--- config.mk ---
export PLATFORM = sky130hd
export DESIGN_NAME = packet_queue_byte_budget_dequeue_core_flat
export DESIGN_NICKNAME = d
export VERILOG_FILES = /design/src/design/pqbd_pkg.sv /design/src/design/pqbd_ifs.sv /design/src/design/pqbd_store.sv /design/src/design/pqbd_divider.sv /design/src/design/packet_queue_byte_budget_dequeue_core.sv /design/src/flat_wrapper.sv
export SDC_FILE = /design/constraint.sdc
export NUM_CORES = 2
export LEC_CHECK = 0
export BUFFER_PORTS_ARGS = -buffer_cell sky130_fd_sc_hd__buf_2
export CAP_MARGIN = 20
export CORE_MARGIN = 2
export CORE_UTILIZATION = 60
export CTS_BUF_LIST = sky130_fd_sc_hd__clkbuf_4 sky130_fd_sc_hd__clkbuf_8
export CTS_CLUSTER_DIAMETER = 100
export CTS_CLUSTER_SIZE = 20
export DETAILED_ROUTE_END_ITERATION = 8
export PLACE_DENSITY = 0.77
export SLEW_MARGIN = 20
export SYNTH_ARGS = -nofsm -noshare
export SYNTH_HDL_FRONTEND = slang
export SYNTH_SLANG_ARGS = --single-unit
export TNS_END_PERCENT = 10
--- constraint.sdc ---
create_clock -name clk -period 7.2 [get_ports clk]
set_clock_uncertainty 0.05 [all_clocks]
set_input_delay 0.72 -clock clk [delete_from_list [all_inputs] [get_ports clk]]
set_output_delay 0.72 -clock clk [all_outputs]
set_load 0.01 [all_outputs]
--- src/design/pqbd_pkg.sv ---
`timescale 1ns / 1ps
// ----------------------------------------------------------------------------
// pqbd_pkg
// Shared widths, item codes and inter-module control types for the packet
// queue with byte-budget dequeue.
// ----------------------------------------------------------------------------
package pqbd_pkg;

	localparam int QUEUE_DEPTH_DEF = 64;

	localparam int LEN_W  = 16;
	localparam int BPB_W  = 10;
	localparam int BLK_W  = 8;
	localparam int SENT_W = 18;
	localparam int USED_W = 8;
	localparam int STEP_W = $clog2(USED_W);

	localparam logic KIND_ENQUEUE = 1'b0;
	localparam logic KIND_GRANT   = 1'b1;

	typedef struct packed {
		logic              start;
		logic [SENT_W-1:0] dividend;
		logic [BPB_W-1:0]  divisor;
	} div_req_t;

	typedef struct packed {
		logic              done;
		logic [USED_W-1:0] quotient;
	} div_rsp_t;

endpackage

--- src/design/pqbd_ifs.sv ---
`timescale 1ns / 1ps
// ----------------------------------------------------------------------------
// pqbd channel interfaces
// Valid/ready channels for queue items and per-item results.
// ----------------------------------------------------------------------------
interface pqbd_in_if;
	logic                       valid;
	logic                       ready;
	logic                       kind;
	logic [pqbd_pkg::LEN_W-1:0] packet_length;
	logic [pqbd_pkg::BPB_W-1:0] bytes_per_block;
	logic [pqbd_pkg::BLK_W-1:0] blocks_available;

	modport source (output valid, kind, packet_length, bytes_per_block,
		blocks_available, input ready);
	modport sink (input valid, kind, packet_length, bytes_per_block,
		blocks_available, output ready);
endinterface

interface pqbd_out_if #(
	parameter int QUEUE_DEPTH = pqbd_pkg::QUEUE_DEPTH_DEF
);
	localparam int CNT_W = $clog2(QUEUE_DEPTH + 1);

	logic                        valid;
	logic                        ready;
	logic [CNT_W-1:0]            queue_length;
	logic [pqbd_pkg::SENT_W-1:0] bytes_sent;
	logic [pqbd_pkg::USED_W-1:0] blocks_used;
	logic                        dropped;

	modport source (output valid, queue_length, bytes_sent, blocks_used, dropped,
		input ready);
	modport sink (input valid, queue_length, bytes_sent, blocks_used, dropped,
		output ready);
endinterface

--- src/design/pqbd_store.sv ---
`timescale 1ns / 1ps
// ----------------------------------------------------------------------------
// pqbd_store
// Packet length memory, one write and one registered read port.
// ----------------------------------------------------------------------------
module pqbd_store #(
	parameter int QUEUE_DEPTH = pqbd_pkg::QUEUE_DEPTH_DEF,
	localparam int PTR_W = $clog2(QUEUE_DEPTH)
) (
	input  logic                       clk,
	input  logic                       we,
	input  logic [PTR_W-1:0]           waddr,
	input  logic [pqbd_pkg::LEN_W-1:0] wdata,
	input  logic [PTR_W-1:0]           raddr,
	output logic [pqbd_pkg::LEN_W-1:0] rdata
);

	logic [pqbd_pkg::LEN_W-1:0] mem_q [QUEUE_DEPTH];
	logic [pqbd_pkg::LEN_W-1:0] rdata_q;

	always_ff @(posedge clk) begin
		if (we) begin
			mem_q[waddr] <= wdata;
		end
		rdata_q <= mem_q[raddr];
	end

	assign rdata = rdata_q;

endmodule

--- src/design/pqbd_divider.sv ---
`timescale 1ns / 1ps
// ----------------------------------------------------------------------------
// pqbd_divider
// Restoring divider, one quotient bit per cycle, for a quotient that fits
// in USED_W bits.
// ----------------------------------------------------------------------------
module pqbd_divider (
	input  logic               clk,
	input  logic               arst_n,
	input  pqbd_pkg::div_req_t req,
	output pqbd_pkg::div_rsp_t rsp
);

	logic [pqbd_pkg::SENT_W-1:0] rem_q;
	logic [pqbd_pkg::BPB_W-1:0]  div_q;
	logic [pqbd_pkg::USED_W-1:0] quo_q;
	logic [pqbd_pkg::STEP_W-1:0] step_q;
	logic                        busy_q;
	logic                        done_q;
	logic [pqbd_pkg::SENT_W-1:0] shifted;
	logic                        ge;

	assign shifted = pqbd_pkg::SENT_W'(div_q) << step_q;
	assign ge      = rem_q >= shifted;

	always_ff @(posedge clk or negedge arst_n) begin
		if (!arst_n) begin
			busy_q <= 1'b0;
			done_q <= 1'b0;
		end else begin
			done_q <= 1'b0;
			if (req.start) begin
				busy_q <= 1'b1;
			end else if (busy_q && step_q == '0) begin
				busy_q <= 1'b0;
				done_q <= 1'b1;
			end
		end
	end

	always_ff @(posedge clk) begin
		if (req.start) begin
			rem_q  <= req.dividend;
			div_q  <= req.divisor;
			quo_q  <= '0;
			step_q <= pqbd_pkg::STEP_W'(pqbd_pkg::USED_W - 1);
		end else if (busy_q) begin
			if (ge) begin
				rem_q         <= rem_q - shifted;
				quo_q[step_q] <= 1'b1;
			end
			if (step_q != '0) begin
				step_q <= step_q - 1'b1;
			end
		end
	end

	assign rsp.done     = done_q;
	assign rsp.quotient = quo_q;

endmodule

--- src/design/packet_queue_byte_budget_dequeue_core.sv ---
`timescale 1ns / 1ps
// ----------------------------------------------------------------------------
// packet_queue_byte_budget_dequeue_core
// Packet length FIFO with a grant that dequeues head packets against a byte
// budget and reports bytes sent and resource blocks used.
// ----------------------------------------------------------------------------
// One item is handled at a time and each gives exactly one result. An enqueue
// goes straight from transfer to the result state. A grant first walks the
// queue head, and the walk removes one packet per cycle through the
// single read port of the length memory, then the ceiling of bytes over bytes
// per block comes from an 8-step divider. Grants with zero bytes per block
// skip the divider. A new item is taken once the previous result has been
// loaded into the output register.
module packet_queue_byte_budget_dequeue_core #(
	parameter int QUEUE_DEPTH = pqbd_pkg::QUEUE_DEPTH_DEF
) (
	input  logic           clk,
	input  logic           arst_n,
	pqbd_in_if.sink        ingress,
	pqbd_out_if.source     egress
);

	localparam int PTR_W = $clog2(QUEUE_DEPTH);
	localparam int CNT_W = $clog2(QUEUE_DEPTH + 1);

	typedef enum logic [1:0] {
		ST_IDLE,
		ST_WALK,
		ST_DIV,
		ST_RESP
	} state_t;

	state_t                      state_q;
	logic [PTR_W-1:0]            head_q;
	logic [PTR_W-1:0]            tail_q;
	logic [CNT_W-1:0]            count_q;
	logic [pqbd_pkg::SENT_W-1:0] budget_q;
	logic [pqbd_pkg::SENT_W-1:0] sent_q;
	logic [pqbd_pkg::BPB_W-1:0]  bpb_q;
	logic [pqbd_pkg::USED_W-1:0] used_q;
	logic                        drop_q;

	logic                        out_valid_q;
	logic [CNT_W-1:0]            out_len_q;
	logic [pqbd_pkg::SENT_W-1:0] out_sent_q;
	logic [pqbd_pkg::USED_W-1:0] out_used_q;
	logic                        out_drop_q;

	logic                        accept;
	logic                        full;
	logic                        wr_en;
	logic [pqbd_pkg::LEN_W-1:0]  rd_len;
	logic [PTR_W-1:0]            head_adv;
	logic [PTR_W-1:0]            tail_adv;
	logic [PTR_W-1:0]            rd_addr;
	logic                        pop;
	logic                        out_free;
	pqbd_pkg::div_req_t          div_req;
	pqbd_pkg::div_rsp_t          div_rsp;

	assign ingress.ready = (state_q == ST_IDLE);
	assign accept        = ingress.valid && ingress.ready;
	assign full          = (count_q == CNT_W'(QUEUE_DEPTH));
	assign wr_en         = accept && ingress.kind == pqbd_pkg::KIND_ENQUEUE && !full;

	assign head_adv = (head_q == PTR_W'(QUEUE_DEPTH - 1)) ? '0 : head_q + 1'b1;
	assign tail_adv = (tail_q == PTR_W'(QUEUE_DEPTH - 1)) ? '0 : tail_q + 1'b1;

	// head removal during the walk
	assign pop = (state_q == ST_WALK) && count_q != '0 && budget_q != '0
		&& pqbd_pkg::SENT_W'(rd_len) <= budget_q;
	assign rd_addr = pop ? head_adv : head_q;

	assign div_req.start    = (state_q == ST_WALK) && !pop && bpb_q != '0;
	assign div_req.dividend = pqbd_pkg::SENT_W'(sent_q + pqbd_pkg::SENT_W'(bpb_q)
		- pqbd_pkg::SENT_W'(1));
	assign div_req.divisor  = bpb_q;

	assign out_free = !out_valid_q || egress.ready;

	pqbd_store #(
		.QUEUE_DEPTH(QUEUE_DEPTH)
	) u_store (
		.clk   (clk),
		.we    (wr_en),
		.waddr (tail_q),
		.wdata (ingress.packet_length),
		.raddr (rd_addr),
		.rdata (rd_len)
	);

	pqbd_divider u_divider (
		.clk    (clk),
		.arst_n (arst_n),
		.req    (div_req),
		.rsp    (div_rsp)
	);

	always_ff @(posedge clk or negedge arst_n) begin
		if (!arst_n) begin
			state_q     <= ST_IDLE;
			head_q      <= '0;
			tail_q      <= '0;
			count_q     <= '0;
			out_valid_q <= 1'b0;
		end else begin
			if (out_valid_q && egress.ready && state_q != ST_RESP) begin
				out_valid_q <= 1'b0;
			end
			unique case (state_q)
				ST_IDLE: begin
					if (accept) begin
						sent_q <= '0;
						used_q <= '0;
						if (ingress.kind == pqbd_pkg::KIND_ENQUEUE) begin
							drop_q <= full;
							if (!full) begin
								tail_q  <= tail_adv;
								count_q <= count_q + 1'b1;
							end
							state_q <= ST_RESP;
						end else begin
							drop_q   <= 1'b0;
							bpb_q    <= ingress.bytes_per_block;
							budget_q <= pqbd_pkg::SENT_W'(
								pqbd_pkg::SENT_W'(ingress.bytes_per_block)
								* pqbd_pkg::SENT_W'(ingress.blocks_available));
							state_q  <= ST_WALK;
						end
					end
				end
				ST_WALK: begin
					if (pop) begin
						budget_q <= budget_q - pqbd_pkg::SENT_W'(rd_len);
						sent_q   <= sent_q + pqbd_pkg::SENT_W'(rd_len);
						head_q   <= head_adv;
						count_q  <= count_q - 1'b1;
					end else if (bpb_q != '0) begin
						state_q <= ST_DIV;
					end else begin
						state_q <= ST_RESP;
					end
				end
				ST_DIV: begin
					if (div_rsp.done) begin
						used_q  <= div_rsp.quotient;
						state_q <= ST_RESP;
					end
				end
				ST_RESP: begin
					if (out_free) begin
						out_valid_q <= 1'b1;
						out_len_q   <= count_q;
						out_sent_q  <= sent_q;
						out_used_q  <= used_q;
						out_drop_q  <= drop_q;
						state_q     <= ST_IDLE;
					end
				end
				default: begin
					state_q <= ST_IDLE;
				end
			endcase
		end
	end

	assign egress.valid        = out_valid_q;
	assign egress.queue_length = out_len_q;
	assign egress.bytes_sent   = out_sent_q;
	assign egress.blocks_used  = out_used_q;
	assign egress.dropped      = out_drop_q;

`ifndef ASSERT_OFF
	a_count_bound: assert property (@(posedge clk) disable iff (!arst_n)
		count_q <= CNT_W'(QUEUE_DEPTH))
		else $error("entry count above queue depth");

	a_ptr_match: assert property (@(posedge clk) disable iff (!arst_n)
		(count_q == '0 || count_q == CNT_W'(QUEUE_DEPTH)) |-> head_q == tail_q)
		else $error("pointers disagree with empty or full count");

	a_drop_full: assert property (@(posedge clk) disable iff (!arst_n)
		(egress.valid && egress.dropped) |-> egress.queue_length == CNT_W'(QUEUE_DEPTH))
		else $error("drop reported with queue not full");

	a_blocks_need_bytes: assert property (@(posedge clk) disable iff (!arst_n)
		(egress.valid && egress.blocks_used != '0) |-> egress.bytes_sent != '0)
		else $error("blocks used without bytes sent");

	a_budget_falls: assert property (@(posedge clk) disable iff (!arst_n)
		(state_q == ST_WALK) |=> budget_q <= $past(budget_q))
		else $error("budget grew during walk");
`endif

endmodule

--- src/flat_wrapper.sv ---
// flat-port wrapper written by rule: the top's interface ports become plain ports
module packet_queue_byte_budget_dequeue_core_flat 
#(
	parameter int QUEUE_DEPTH = pqbd_pkg::QUEUE_DEPTH_DEF
)
  (clk, arst_n, ingress_valid, ingress_kind, ingress_packet_length, ingress_bytes_per_block, ingress_blocks_available, ingress_ready, egress_valid, egress_queue_length, egress_bytes_sent, egress_blocks_used, egress_dropped, egress_ready);
  pqbd_in_if ingress_i ();
  pqbd_out_if #(.QUEUE_DEPTH(QUEUE_DEPTH)) egress_i ();
  input  logic clk;
  input  logic arst_n;
  input wire logic [$bits(ingress_i.valid)-1:0] ingress_valid;
  input wire logic [$bits(ingress_i.kind)-1:0] ingress_kind;
  input wire logic [$bits(ingress_i.packet_length)-1:0] ingress_packet_length;
  input wire logic [$bits(ingress_i.bytes_per_block)-1:0] ingress_bytes_per_block;
  input wire logic [$bits(ingress_i.blocks_available)-1:0] ingress_blocks_available;
  output wire logic [$bits(ingress_i.ready)-1:0] ingress_ready;
  output wire logic [$bits(egress_i.valid)-1:0] egress_valid;
  output wire logic [$bits(egress_i.queue_length)-1:0] egress_queue_length;
  output wire logic [$bits(egress_i.bytes_sent)-1:0] egress_bytes_sent;
  output wire logic [$bits(egress_i.blocks_used)-1:0] egress_blocks_used;
  output wire logic [$bits(egress_i.dropped)-1:0] egress_dropped;
  input wire logic [$bits(egress_i.ready)-1:0] egress_ready;
  assign ingress_i.valid = ingress_valid;
  assign ingress_i.kind = ingress_kind;
  assign ingress_i.packet_length = ingress_packet_length;
  assign ingress_i.bytes_per_block = ingress_bytes_per_block;
  assign ingress_i.blocks_available = ingress_blocks_available;
  assign ingress_ready = ingress_i.ready;
  assign egress_valid = egress_i.valid;
  assign egress_queue_length = egress_i.queue_length;
  assign egress_bytes_sent = egress_i.bytes_sent;
  assign egress_blocks_used = egress_i.blocks_used;
  assign egress_dropped = egress_i.dropped;
  assign egress_i.ready = egress_ready;
  packet_queue_byte_budget_dequeue_core #(.QUEUE_DEPTH(QUEUE_DEPTH)) u_core (.clk(clk), .arst_n(arst_n), .ingress(ingress_i), .egress(egress_i));
endmodule
==> reports/metrics.cfg <==
[logic_synthesis]
seq_area_frac_synth_pct = 67.0
synth_edf_count = 1141
synth_nets = 4263
synth_top_family_by_area = simple AND/OR/NAND/NOR gates
synth-seq-cells = 1192
async_flop_share_pct = 2.01
synth_warnings = 0
synth_fa_ha_area_share_pct = 4.99
ys.flop_type = edfxtp_1
synth.mux.area_fraction_pct = 3.14
netlist_instances = 4045
synthTopCellsByArea = edfxtp_1 (65%), nand2_1 (5.1%), ha_1 (3.0%), nand3_1 (2.6%), mux2i_1 (2.5%)
yosysTopAreaCellShare_pct = 64.9
synth_area_um2 = 52800
synth_compound_area_share_pct = 7.73
synth_cell_types = 80
avgSynthCellArea_um2 = 13.1
synth_xor_area_share_pct = 1.26
synth_top_area_cell = edfxtp_1
synth_simple_gate_area_share_pct = 12.9

[pwr]
peakVddDrop_v = 0.000804
p_leak_uw = 0.0201
power_uw = 21700
power_density_nw_per_um2 = 388

[detailed_routing]
drt_iter0_markers = 4584
routed_wirelength_mm = 133
drc = 0
routedWlPerCell_um = 25.2
viasPerCell = 6.40
num_vias = 33914
ant_nets = 0
dr.pass1.iters = 6

[sta]
max_slew_margin_pct = 23.4
fin_crit_ps = 5840
tightestPinTransition_ps = 1150
hold_violations = 0
finalSetupTns_ps = 0
max_freq_mhz = 171
post-route-period-util_pct = 81.1
grt_setup_unrepaired = no
final_max_slew_viol_count = 0
setup_violations = 0
hold_ws_ps = 238

[critical_path]
crit_family = compound AO/OA/AOI/OAI gates
path_common_cell = buf_4
r2r_slack_ps = 1360
cp_max_fo = 101
critPathKind = flip-flop to flip-flop
critPathArrivalTime_ps = 6260
worstPathRequired_ps = 7620
endpoint_kind = flip-flop
path_buf_inv = 3
critPathMaxStageDelay_ps = 800
critical_path.slowest_cell = a31oi_1
start_kind = flip-flop
crit_chain = ha_1 > fa_1 > nand2b_1 > a211oi_1 > nor4_2 > o211a_1 > o21ai_2 > buf_4 > and2_4 > inv_6 > nor2_4 > buf_4 > a222oi_1 > a31oi_1 > nand4_1

[cells_and_area]
syn_to_final_growth_pct = 6.00
final_cell_mix = edfxtp_1 (1141), nand2_1 (721), nand3_1 (273)
final_area_um2 = 56000
fin_nets = 4324
mostFrequentLayoutCell = edfxtp_1
drive_gt1_share_pct = 8.87
stdcell_count = 5297

[grt]
grt_pass1_vias = 32491
antenna_found_initial = 7
grt_pass1_wl_mm = 199
grtUsageTotal_pct = 29.4
grt_max_degree = 153
grt_overflow = 0

[floorplan]
die_h_um = 301
start_util_pct = 60.7
die_w_um = 301
core_um2 = 87000
num_rows = 108
io_pins = 75
dieArea_um2 = 90400

[place]
portBuffers = 74
placed_area_um2 = 54700
hpwl_mm = 83.8
place_inst = 5189
gp_congestion = 0.919

[flow_run]
drv_cap = 0

[clock_tree]
cts.sinks = 1192
cts_tree = built
clockBufferDepth = 3
insertion_delay_ps = 730
cts-htree-levels = 3
ctsResizeCount = 0
numCtsBuffers = 69
cts.clk_slew.worst_paths_ps = 130
ctsRootBufferMaster = clkbuf_8

[status]
status = finished clean

[hold_path]
hold_path.class = input pin to flip-flop

==> cell usage after synthesis (28+ instances only) <==
master / count
inv_1: 159
nand4_1: 59
nand2_1: 721
ha_1: 126
nor2_1: 154
o21ai_0: 98
o2111ai_1: 33
buf_2: 79
clkbuf_1: 91
nand3_1: 274
and2_1: 83
xnor2_1: 46
a21oi_1: 100
a31oi_1: 84
xor2_1: 28
a211oi_1: 45
fa_1: 53
and3_1: 75
edfxtp_1: 1141
a32oi_1: 58
nor3_1: 28
mux2i_1: 131
==> power by group <==
| part | internal, µW | total, µW | leakage (µW) | switching, µW |
|---|---|---|---|---|
| Clock | 1070 | 3080 | 0.000656 | 2010 |
| Sequential | 8160 | 8490 | 0.0108 | 336 |
| Combinational | 3530 | 10100 | 0.00862 | 6600 |
==> through the flow <==
| step | utilization, % | setup WS, ps |
|---|---|---|
| finish | 64.3 | 1360 |
| detailed placement | 62.9 | 1620 |
| floorplan | - | 1990 |
| global route | 64.3 | 1270 |
| CTS | 64.3 | 1590 |
| global placement | 62.9 | 1640 |
==> cell type report <==
class | count | area, µm²
inverters | 165 | 629
clock inverters | 4 | 38.8
well taps | 1155 | 1450
multi-input cells | 2485 | 15900
repair buffers | 193 | 1350
flip-flops and latches | 1192 | 35400
fillers | 6363 | 31000
diodes | 4 | 10.0
clock buffers | 99 | 1190
==> registers in the layout, summed over array words and instances (netlist names), 7 cells and up <==
| name | cells |
|---|---|
| u_core.bpb_q | 10 |
| u_core.budget_q | 18 |
| u_core.count_q | 7 |
| u_core.egress.blocks_used | 8 |
| u_core.egress.bytes_sent | 18 |
| u_core.egress.queue_length | 7 |
| u_core.sent_q | 18 |
| u_core.u_divider.div_q | 10 |
| u_core.u_divider.quo_q | 8 |
| u_core.u_divider.rem_q | 18 |
| u_core.u_store.mem_q | 1024 |
| u_core.u_store.rdata | 16 |
| u_core.used_q | 8 |
==> worst paths after layout <==
kind,cells after the start,start,end
max,15,u_core.u_store.rdata[0],u_core.u_store.rdata[4]
min,1,ingress_bytes_per_block[5],u_core.bpb_q[5]
max reg2reg,15,u_core.u_store.rdata[0],u_core.u_store.rdata[4]
min reg2reg,0,u_core.used_q[0],u_core.egress.blocks_used[0]
min in group asynchronous,2,arst_n,u_core.tail_q[0]
max in group asynchronous,2,arst_n,u_core.egress.valid
==> per-layer routing <==
| layer | global-route usage, % | vias to the layer above | routed length, µm |
|---|---|---|---|
| li1 | - | 15078 | - |
| met1 | 40.6 | 16639 | 51400 |
| met2 | 46.8 | 1916 | 62900 |
| met3 | 5.01 | 277 | 13300 |
| met4 | 11.9 | 4 | 5870 |
| met5 | 0 | - | 29 |
==> timing repair <==
action | in CTS | in global routing
hold buffers | 1 | 0
endpoints found under the hold margin | 13 | 0
setup buffers | 0 | 0
==> logic make-up after synthesis <==
family	Yosys count
compound gates	583
xor+xnor	75
fa+ha+maj	179
buf+inv	368
flops	1192
mux	160
simple gates	1488
Note: power is estimated with default switching activity, not from simulation.
